### config.mk
export PLATFORM = sky130hd
export DESIGN_NAME = pfa_ctrl
export DESIGN_NICKNAME = d
export VERILOG_FILES = /design/src/rtl/core/pfa_pkg.sv /design/src/rtl/core/pfa_ctrl.sv
export SDC_FILE = /design/constraint.sdc
export NUM_CORES = 1
export LEC_CHECK = 0
export ABC_AREA = 0
export BUFFER_PORTS_ARGS = -buffer_cell sky130_fd_sc_hd__buf_2
export CAP_MARGIN = 20
export CELL_PAD_IN_SITES_DETAIL_PLACEMENT = 0
export CELL_PAD_IN_SITES_GLOBAL_PLACEMENT = 1
export CORE_AREA = 2 2 39 41
export CTS_CLUSTER_SIZE = 25
export DETAILED_ROUTE_END_ITERATION = 16
export DIE_AREA = 0 0 41 43
export PLACE_DENSITY_LB_ADDON = 0.12
export SLEW_MARGIN = 20
export SYNTH_ARGS = -nofsm -noshare
export SYNTH_HDL_FRONTEND = slang
export SYNTH_SLANG_ARGS = --single-unit
### constraint.sdc
create_clock -name i_clk -period 4.2 [get_ports i_clk]
set_input_delay 0 -clock i_clk [delete_from_list [all_inputs] [get_ports i_clk]]
set_output_delay 0 -clock i_clk [all_outputs]
set_load 0.005 [all_outputs]
### src/rtl/core/pfa_pkg.sv
// Shared constants, codes and types of the physical frame allocator.
`default_nettype none

package pfa_pkg;

    // Pool geometry
    localparam int NUM_FRAMES = 16;
    localparam int PAGE_BYTES = 256;
    localparam int MEM_BYTES  = 4096;

    localparam int FRAME_W = $clog2(NUM_FRAMES);
    localparam int PAGE_W  = $clog2(PAGE_BYTES);
    localparam int MEM_AW  = $clog2(MEM_BYTES);
    localparam int CNT_W   = $clog2(NUM_FRAMES + 1);

    // Request codes
    localparam logic [2:0] REQ_ALLOC = 3'd0;
    localparam logic [2:0] REQ_FREE  = 3'd1;
    localparam logic [2:0] REQ_OWNER = 3'd2;
    localparam logic [2:0] REQ_READ  = 3'd3;
    localparam logic [2:0] REQ_WRITE = 3'd4;

    // Response status codes
    localparam logic [1:0] ST_OK        = 2'd0;
    localparam logic [1:0] ST_FULL      = 2'd1;
    localparam logic [1:0] ST_NOT_ALLOC = 2'd2;
    localparam logic [1:0] ST_RANGE     = 2'd3;

    typedef struct packed {
        logic [2:0]  req_type;
        logic [15:0] owner_id;
        logic [7:0]  virt_page;
        logic [7:0]  frame_num;
        logic [15:0] byte_addr;
        logic [7:0]  write_data;
    } t_req;

    typedef struct packed {
        logic [1:0]  status;
        logic [3:0]  frame_out;
        logic [15:0] owner_pid;
        logic [7:0]  owner_vpage;
        logic [7:0]  read_data;
        logic [4:0]  used_count;
        logic [4:0]  free_count;
    } t_rsp;

    // Controller to datapath
    typedef struct packed {
        logic load;
        logic exec;
        logic init_step;
        logic clear_step;
        logic read_cap;
        logic out_load;
    } t_dp_cmd;

    // Datapath to controller
    typedef struct packed {
        logic init_last;
        logic clear_last;
        logic go_clear;
        logic go_read;
        logic out_busy;
    } t_dp_stat;

endpackage

`default_nettype wire

### src/rtl/core/pfa_ctrl.sv
// Sequencing state machine of the frame allocator.
`default_nettype none

module pfa_ctrl (
    input  wire logic              i_clk,
    input  wire logic              i_rst_n,
    input  wire logic              i_in_valid,
    output logic                   o_in_ready,
    input  wire pfa_pkg::t_dp_stat i_stat,
    output pfa_pkg::t_dp_cmd       o_cmd
);

    typedef enum logic [5:0] {
        S_INIT  = 6'b000001,
        S_IDLE  = 6'b000010,
        S_EXEC  = 6'b000100,
        S_CLEAR = 6'b001000,
        S_READ  = 6'b010000,
        S_RESP  = 6'b100000
    } t_state;

    t_state r_state;
    t_state n_state;

    // Next state and commands
    always_comb begin
        n_state = r_state;
        o_cmd   = '0;
        case (r_state)
            S_INIT: begin
                o_cmd.init_step = 1'b1;
                if (i_stat.init_last) n_state = S_IDLE;
            end
            S_IDLE: begin
                if (i_in_valid) begin
                    o_cmd.load = 1'b1;
                    n_state    = S_EXEC;
                end
            end
            S_EXEC: begin
                o_cmd.exec = 1'b1;
                if (i_stat.go_clear)     n_state = S_CLEAR;
                else if (i_stat.go_read) n_state = S_READ;
                else                     n_state = S_RESP;
            end
            S_CLEAR: begin
                o_cmd.clear_step = 1'b1;
                if (i_stat.clear_last) n_state = S_RESP;
            end
            S_READ: begin
                o_cmd.read_cap = 1'b1;
                n_state        = S_RESP;
            end
            S_RESP: begin
                // wait for room in the output register
                if (!i_stat.out_busy) begin
                    o_cmd.out_load = 1'b1;
                    n_state        = S_IDLE;
                end
            end
            default: begin
                n_state = S_INIT;
            end
        endcase
    end

    always_ff @(posedge i_clk) begin
        if (!i_rst_n) r_state <= S_INIT;
        else          r_state <= n_state;
    end

    assign o_in_ready = (r_state == S_IDLE);

endmodule

`default_nettype wire

Word level (Yosys, flattened, before mapping)
Index checks and enable logic that the tools add are counted.
{"block": "word_totals", "reg_bits": 6, "word_cells": 27}
{"block": "classes", "muxes": 15, "eq_ne": 10, "reduce_logical": 1}
{"operator": "$mux W6", "n": 6}
{"operator": "$pmux W6 S6", "n": 1}
{"operator": "$mux W1", "n": 8}
{"operator": "$ne A2 B2 Y1 const B", "n": 4}
{"operator": "$eq A6 B1 Y1 const B", "n": 1}
{"operator": "$eq A6 B2 Y1 const B", "n": 1}
{"operator": "$eq A6 B3 Y1 const B", "n": 1}
{"operator": "$eq A6 B4 Y1 const B", "n": 1}
{"operator": "$eq A6 B5 Y1 const B", "n": 1}
{"operator": "$eq A6 B6 Y1 const B", "n": 1}
{"operator": "$reduce_and A4 Y1", "n": 1}

Logic depth before layout (Yosys ltp)
Gate-level depths: netlist of the first run.
{"block": "logic_depth", "ltp_word": 3, "depth_mapped": 5}

Worst setup path after synthesis of the first run
OpenSTA, ideal clock, no wires.
{"block": "synth_path", "path_type": "register -> register", "start": "reg r_state[3]", "end": "reg r_state[4]", "setup_slack_ns": 2.276, "path_buffers": 1, "arrival_ns": 1.808, "path_stages_with_launch": 6, "synth_period_minus_slack_ns": 1.924, "setup_time_ns": 0.116, "cell_sequence": "dfxtp_1 -> buf_6 -> or4_4 -> or4b_4 -> and3_4 -> and4_1"}
{"block": "synth_between", "elab_chain_cells": 3, "word_cells_on_any_way": 12, "cone_classes": "eq/ne: 10; mux: 1; reduce/logical: 1"}
{"item": "start: declaration", "line_no": "pfa_ctrl.sv:22", "source": "t_state r_state;"}
{"item": "start signal: assignment", "line_no": "pfa_ctrl.sv:69", "source": "else r_state <= n_state;"}
{"item": "$eq A6 B1 Y1 (tied with other cells)", "line_no": "pfa_ctrl.sv:29", "source": "case (r_state)"}
{"item": "$ne A2 B2 Y1 (no line)"}
{"item": "$reduce_and A4 Y1 (no line)"}
Parallel ways exist; a longest one is shown, timed or not.
A chain may end at the register's enable or synchronous reset.

Worst setup path after layout of the first run
{"block": "layout_path", "start": "reg r_state[5]", "end": "reg r_state[4]"}
Same word-level chain as after synthesis.

==> results of run 1 <==
## stage by stage
step / instance area, µm² / utilization [%]
after detailed placement: 517 / 37.3
after global routing: 539 / 39.0
after floorplan: 442 / -
final: 539 / 39.0
after CTS: 539 / 39.0
after global placement: 517 / 37.3
## synthesized netlist by cell type (all sizes together) (2+ instances only)
cell / n / area [µm²]
dfxtp: 6 / 120
a21boi: 2 / 15.0
and3: 2 / 17.5
nand2: 2 / 7.51
o2111ai: 2 / 17.5
or4b: 2 / 23.8
nor3: 4 / 20.0
nand2b: 2 / 12.5
or4: 2 / 18.8
nand3b: 3 / 22.5
nor2: 5 / 18.8
nor3b: 2 / 15.0
## worst paths after layout
check / depth (start not counted) / startpoint / to
min: 2 / i_rst_n / r_state[0]
max: 4 / r_state[5] / r_state[4]
max reg2reg: 4 / r_state[5] / r_state[4]
min reg2reg: 2 / r_state[1] / r_state[1]
## per-layer routing
| metal | part of all wire [%] | up-vias | track usage [%] |
|---|---|---|---|
| li1 | - | 234 | - |
| met1 | 51 | 203 | 21.0 |
| met2 | 45 | 9 | 19.1 |
| met3 | 3.3 | 2 | 1.57 |
| met4 | 0.57 | 0 | 8.00 |
| met5 | 0 | - | 0 |
## cells by family after synthesis
group | count (synthesis) | share of synthesized area [%]
AO/OA/AOI/OAI | 10 | 17.0
buffers and inverters | 3 | 4.25
XOR/XNOR | 1 | 1.98
flip-flops | 6 | 27.2
AND/OR/NAND/NOR | 33 | 49.6
## cell type report
cell class                 instances  area [µm²]  share of cell area, %
clock buffer                       3        22.5                   4.18
inverter                           1        3.75                  0.696
multi-input combinational         44         303                   56.1
sequential                         6         120                   22.3
tap                               16        20.0                   3.71
timing repair buffer              14        70.1                   13.0
## placed cells by master, fill, tap and decap left out, drive strengths merged
master / Yosys / final
buf: 1 / 14
dfxtp: 6 / 6
nor2: 5 / 5
nor3: 4 / 4
nand3b: 3 / 3
clkbuf: 1 / 3
nor3b: 2 / 2
nand2: 2 / 2
nand2b: 2 / 2
o2111ai: 2 / 2
a21boi: 2 / 2
or4: 2 / 2
or4b: 2 / 2
and3: 2 / 2
or2: 1 / 1
and2: 1 / 1
xor2: 1 / 1
o21ai: 1 / 1
o211ai: 1 / 1
a31oi: 1 / 1
or3b: 1 / 1
a21o: 1 / 1
or3: 1 / 1
nand3: 1 / 1
o311ai: 1 / 1
and4: 1 / 1
inv: 1 / 1
a22oi: 1 / 1
nor2b: 1 / 1
nor4: 1 / 1
nor4b: 1 / 1
## power by group
group / leakage, nW / internal, W / switching [W]
logic: 0.162 / 0.0000344 / 0.0000319
clock network: 0.0138 / 0.0000322 / 0.0000193
registers: 0.0489 / 0.0000635 / 0.0000105
total: 0.225 / 0.000130 / 0.0000617
## worst register-to-register path: cells and delay by family (launching register included)
| kind | cells | cell delay, ps |
|---|---|---|
| and+or+nand+nor | 4 | 1510 |
| DFF | 1 | 400 |
==> flow_metrics.tcl, run 1 <==
set metrics [dict create \
    min_path_type "input port to flop" \
    critPathSlowestCell "or4_4" \
    pre_cts_slack_ps 2200 \
    cp.arrival_ps 2160 \
    postSynth.asyncResetShare_pct 0 \
    grt_max_degree 12 \
    synthCells 53 \
    required_ps 4330 \
    wl_per_cell_um 12.4 \
    drive_above_1_share_pct 32.4 \
    wirelength_um 1040 \
    total_power_w 0.000192 \
    post-route-min-period_ps 2030 \
    critPathCaptureType "flop" \
    worst_pin_slew_ps 404 \
    fmax_ghz 0.493 \
    cts_root_buf "clkbuf_4" \
    syn_nets 61 \
    grt_pass1_wl_um 1730 \
    skew_ps 1.30 \
    relSlewSlack_pct 73.0 \
    worst_hold_slack_ps 7.88 \
    start_util_pct 31.9 \
    worstSkewPairLatency_ps 240 \
    area_growth_pct 22.1 \
    synth_warnings 0 \
    reg_top3 "r_state x6" \
    fp.dieH_um 43 \
    largest_reg_flops 6 \
    place.detailed.hpwl_um 781 \
    grt_pass1_vias 400 \
    h-tree-depth 1 \
    path_max_fanout 11 \
    drt_pre_antenna_iters 4 \
    maxSlewViolCount 0 \
    cts_buffers 3 \
    crit_family "simple AND/OR/NAND/NOR gates" \
    cts_resized 0 \
    critical_path.startpoint_type "flop" \
    antenna_cells 0 \
    power.density_nw_per_um2 356 \
    fillCellCount 144 \
    ant_nets 0 \
    avgViaCountPerCell 5.33 \
    rsz0062_at_grt "no" \
    rows 14 \
    dp.cells 81 \
    synth.distinct_cells 34 \
    synth-seq-area-share_pct 27.2 \
    cts_hold_buf 0 \
    route.detailed.drc 0 \
    synth_edf_count 0 \
    peakVddDrop_uv 179 \
    finalNonFillerCells 84 \
    outcome "complete, no violations" \
    dieArea_um2 1760 \
    r2r_slack_ps 2170 \
    antenna_found_initial 0 \
    syn-cell-area_um2 442 \
    regMostFlops "r_state" \
    crit_path_cell_trace "or4_4 -> or4b_4 -> and3_4 -> and4_1" \
    p_leak_nw 0.225 \
    vias 448 \
    core_um2 1380 \
    maxCapViolCount 0 \
    critPathMaxStageDelay_ps 610 \
    cts-root-to-sink-buffers 2 \
    setup_viol_count_final 0 \
    ios 15 \
    overflow 0 \
    dieWidth_um 41 \
    final_nets 78 \
    post-cts-setup-buffers 0 \
    finalCritPeriodShare_pct 48.3 \
    path_buf_inv 0 \
    synth_flop_cell "dfxtp_1" \
    criticalPathCategory "flop to flop" \
    ys_ff_latch 6 \
    cts.clk_slew.worst_paths_ps 40 \
    finalSetupTns_ps 0 \
    grt_usage_pct 14.2 \
    cts_tree "done" \
    hold_viol_final 0 \
    drt_iter0_drc 9 \
    gp_congestion 0.706 \
    portBuffers 14 \
    setup_slack_ps 2170 \
    clkSinkCount 6 \
    avgSynthCellArea_um2 8.33 \
]
(Power assumes the default switching activity.)
==> run 2: changes to the inputs <==
CORE_AREA = not set   (was 2 2 39 41)
CORE_MARGIN = 2   (was not set)
CORE_UTILIZATION = 30   (was not set)
DIE_AREA = not set   (was 0 0 41 43)
clock period = 1.7 ns   (was 4.2 ns; I/O delays follow)
==> run 2 against run 1 <==
  * The flow now finishes with violations (negative setup slack)
  * Global-route usage up 2.7 points
  * Setup slack lost 2300 ps
  * Routed wire length is 23% higher
  * Clock skew up 1.6 ps
  * Die area rose by 1.8%
  * First-iteration DRC count fell by 56%
  * Clock power rose to 2.6 times the previous value
  * Combinational power grew to 3.6 times the previous value
  * Non-clock buffer count grew 12
  * Sequential share of layout area fell by 3.7 points
  * Worst hold slack improved by 39 ps
  * Via count increased by 14%
  * Critical path type unchanged
==> flow_metrics.tcl, run 2 (synthesized netlist as in run 1, its figures left out) <==
set metrics [dict create \
    setup_slack_ps -105 \
    finalCritPeriodShare_pct 106 \
    final_nets 90 \
    drt_pre_antenna_iters 4 \
    ios 15 \
    wirelength_um 1290 \
    relSlewSlack_pct 81.3 \
    path_max_fanout 5 \
    worst_pin_slew_ps 276 \
    ant_nets 0 \
    antenna_found_initial 0 \
    post-route-min-period_ps 1800 \
    power.density_nw_per_um2 827 \
    critical_path.startpoint_type "flop" \
    required_ps 1840 \
    gp_congestion 0.764 \
    place.detailed.hpwl_um 956 \
    cp.arrival_ps 1940 \
    portBuffers 14 \
    hold_viol_final 0 \
    criticalPathCategory "flop to flop" \
    pre_cts_slack_ps -139 \
    cts.clk_slew.worst_paths_ps 50 \
    final_common_cell "buf_2" \
    dieArea_um2 1800 \
    grt_pass1_vias 474 \
    largest_reg_flops 6 \
    grt_usage_pct 16.9 \
    grt_pass1_wl_um 2150 \
    maxSlewViolCount 0 \
    setup_viol_count_final 7 \
    rsz0062_at_grt "yes" \
    r2r_slack_ps -100 \
    worstSkewPairLatency_ps 250 \
    overflow 0 \
    core_um2 1330 \
    antenna_cells 0 \
    drive_above_1_share_pct 48.8 \
    cts_tree "done" \
    final_cell_mix "buf_2, buf_4, nor2_1" \
    wl_per_cell_um 13.5 \
    vias 512 \
    cts_buffers 3 \
    cts_root_buf "clkbuf_4" \
    grt_max_degree 10 \
    critPathCaptureType "flop" \
    fp.dieH_um 42.4 \
    maxCapViolCount 0 \
    drt_iter0_drc 4 \
    reg_top3 "r_state x6" \
    skew_ps 2.90 \
    regMostFlops "r_state" \
    h-tree-depth 1 \
    cts-root-to-sink-buffers 2 \
    route.detailed.drc 0 \
    fmax_ghz 0.554 \
    avgViaCountPerCell 5.39 \
    dieWidth_um 42.4 \
    min_path_type "input port to flop" \
    rows 13 \
    clkSinkCount 6 \
    final_util_pct 49.4 \
    peakVddDrop_uv 489 \
    outcome "finished with violations" \
    violations "negative setup slack" \
    p_leak_nw 0.291 \
    start_util_pct 33.1 \
    area_growth_pct 49.3 \
]
[run 2: where the power goes]
group / total, W / internal, W / switching [W]
registers: 0.000177 / 0.000159 / 0.0000181
logic: 0.000236 / 0.000128 / 0.000108
clock network: 0.000133 / 0.0000799 / 0.0000528
total: 0.000545 / 0.000367 / 0.000179
[run 2: critical path: stages (launching register included)]
cell and delay, ps:
dfxtp_2 320, or4_4 540, or4b_4 530, and3_4 170, and4_1 130
[run 2: routing by layer]
| layer | up-vias | track usage, % | wire length, µm |
|---|---|---|---|
| met5 | - | 0 | 0 |
| met4 | 0 | 15.0 | 47 |
| met3 | 4 | 3.02 | 63 |
| met2 | 14 | 28.9 | 621 |
| met1 | 233 | 17.2 | 553 |
| li1 | 261 | - | - |
[run 2: cell type report]
cell class	count	area (µm²)
Timing Repair Buffer	26	163
Inverter	1	3.75
Sequential cell	6	123
Tap cell	15	18.8
Fill cell	150	674
Multi-Input combinational cell	44	329
Clock buffer	3	22.5
[run 2: timing repair]
action                                 CTS  global route
pin swaps                                2             2
setup buffers                            1             2
endpoints found under the hold margin    1             0
hold buffers                             1             0
resized for setup                        7             2
setup endpoints to repair                8             9
[run 2: worst paths after layout]
path / startpoint / to / cells after the start
min reg2reg: r_state[0] / r_state[1] / 3
max: r_state[0] / r_state[4] / 4
min: i_stat[0] / r_state[5] / 3
max reg2reg: r_state[0] / r_state[4] / 4
[run 2: per-stage QoR]
step           hold WS [ps]  total power (W)  std cells  TNS [ps]  cell area (µm²)
2_1_floorplan          36.5         0.000294         53      -743              442
3_3_place_gp            249         0.000376         88      -378              576
3_5_place_dp            265         0.000376         88      -522              576
4_1_cts                41.2         0.000532         93      -242              636
5_1_grt                41.8         0.000592         95      -713              659
6_report               46.7         0.000545         95      -266              659
==> run 3: changes to the inputs <==
PLACE_DENSITY = 0.68   (was not set)
PLACE_DENSITY_LB_ADDON = not set   (was 0.12)
==> run 3 against run 2 <==
  * The run ends with negative hold slack, negative setup slack left
  * Core utilization is 1.1 points lower
  * Clock skew rose by 0.90 ps
  * Non-clock buffer count down 3
  * Routed wire length shrank 5.0%
  * Final area is 2.3% lower
  * Critical path depth stayed put
  * Sequential share of layout area up 0.43 points
==> flow_metrics.tcl, run 3 (synthesized netlist as in run 1, its figures left out) <==
set metrics [dict create \
    outcome "finished with violations" \
    violations "negative hold slack, negative setup slack" \
    total_power_w 0.000548 \
    place.detailed.hpwl_um 938 \
    criticalPathCategory "flop to flop" \
    finalCritPeriodShare_pct 106 \
    grt_usage_pct 14.4 \
    rsz0062_at_grt "yes" \
    largest_reg_flops 6 \
    pre_cts_slack_ps -106 \
    fp.dieH_um 42.4 \
    portBuffers 14 \
    reg_top3 "r_state x6" \
    relSlewSlack_pct 77.9 \
    antenna_cells 0 \
    fillCellCount 143 \
    cp.arrival_ps 1940 \
    required_ps 1830 \
    final_util_pct 48.3 \
    worstSkewPairLatency_ps 240 \
    p_leak_nw 0.285 \
    final_cell_mix "buf_2, buf_4, nor2_1" \
    final_common_cell "buf_2" \
    fin_area_um2 644 \
    peakVddDrop_uv 380 \
    dieArea_um2 1800 \
    maxCapViolCount 0 \
    critPathSlowestCell "or4b_4" \
    final_nets 87 \
    reg2regPathDepth 4 \
    avgViaCountPerCell 5.34 \
    fmax_ghz 0.555 \
    wirelength_um 1220 \
    grt_pass1_vias 457 \
    drt_iter0_drc 8 \
    cts.clk_slew.worst_paths_ps 40 \
    vias 491 \
    power.density_nw_per_um2 851 \
    ant_nets 0 \
    setup_slack_ps -103 \
    dieWidth_um 42.4 \
    min_path_cells 2 \
    skew_ps 3.80 \
    antenna_found_initial 0 \
    rows 13 \
    maxSlewViolCount 0 \
    cts_buffers 3 \
    setup_viol_count_final 4 \
    critPathCaptureType "flop" \
    core_um2 1330 \
    worst_pin_slew_ps 326 \
    ios 15 \
    regMostFlops "r_state" \
    grt_max_degree 10 \
    path_max_fanout 5 \
    post-route-min-period_ps 1800 \
    clkSinkCount 6 \
    critPathMaxStageDelay_ps 540 \
    overflow 0 \
    drt_pre_antenna_iters 4 \
    min_path_type "input port to flop" \
    critical_path.startpoint_type "flop" \
    grt_pass1_wl_um 1970 \
    gp_congestion 0.840 \
    area_growth_pct 45.9 \
    hold_viol_final 1 \
    cts-root-to-sink-buffers 2 \
    crit_path_cell_trace "or4_4 -> or4b_4 -> and3_4 -> and4_1" \
    drive_above_1_share_pct 50.6 \
    start_util_pct 33.1 \
    cts_tree "done" \
    cts_root_buf "clkbuf_4" \
    wl_per_cell_um 13.3 \
    place_area_um2 576 \
    worst_hold_slack_ps -2.63 \
    h-tree-depth 1 \
    route.detailed.drc 0 \
]
run 3: per-layer routing:
metal / part of all wire (%) / global-route usage (%)
met1: 47 / 19.3
met4: 0.41 / 9.38
met2: 47 / 21.8
met5: 0 / 0
met3: 4.6 / 1.29
run 3: area by class of cell:
type | count | area [µm²] | area share [%]
Clock buffer | 3 | 22.5 | 3.50
Tap cell | 15 | 18.8 | 2.91
Sequential cell | 6 | 123 | 19.0
Timing Repair Buffer | 23 | 148 | 22.9
Inverter | 1 | 3.75 | 0.583
Multi-Input combinational cell | 44 | 329 | 51.1
run 3: worst paths after layout:
path | slack (ps) | to | from
setup reg to reg | -100 | r_state[4] | r_state[0]
hold / removal | -3 | r_state[0] | i_rst_n
setup / recovery | -100 | r_state[4] | r_state[0]
hold reg to reg | 700 | r_state[1] | r_state[3]
run 3: through the flow:
| stage | cells | setup TNS (ps) |
|---|---|---|
| 2_1_floorplan | 53 | -743 |
| 3_3_place_gp | 88 | -253 |
| 3_5_place_dp | 88 | -330 |
| 4_1_cts | 91 | -258 |
| 5_1_grt | 92 | -525 |
| 6_report | 92 | -292 |
run 3: critical path, delay by kind of cell, from the launching register on:
| kind | cells | cell delay [ps] |
|---|---|---|
| DFF | 1 | 320 |
| and+or+nand+nor | 4 | 1380 |
run 3: power by group:
group | internal (W) | switching, W
registers | 0.000159 | 0.0000133
clock network | 0.0000796 | 0.0000473
logic | 0.000138 | 0.000112
run 3: what timing repair did:
action | CTS | global route
pin swaps | 1 | 5
endpoints found under the setup margin | 8 | 9
buffers inserted | 0 | 1
resized for setup | 4 | 9
gates cloned | 0 | 0
hold buffers | 0 | 0
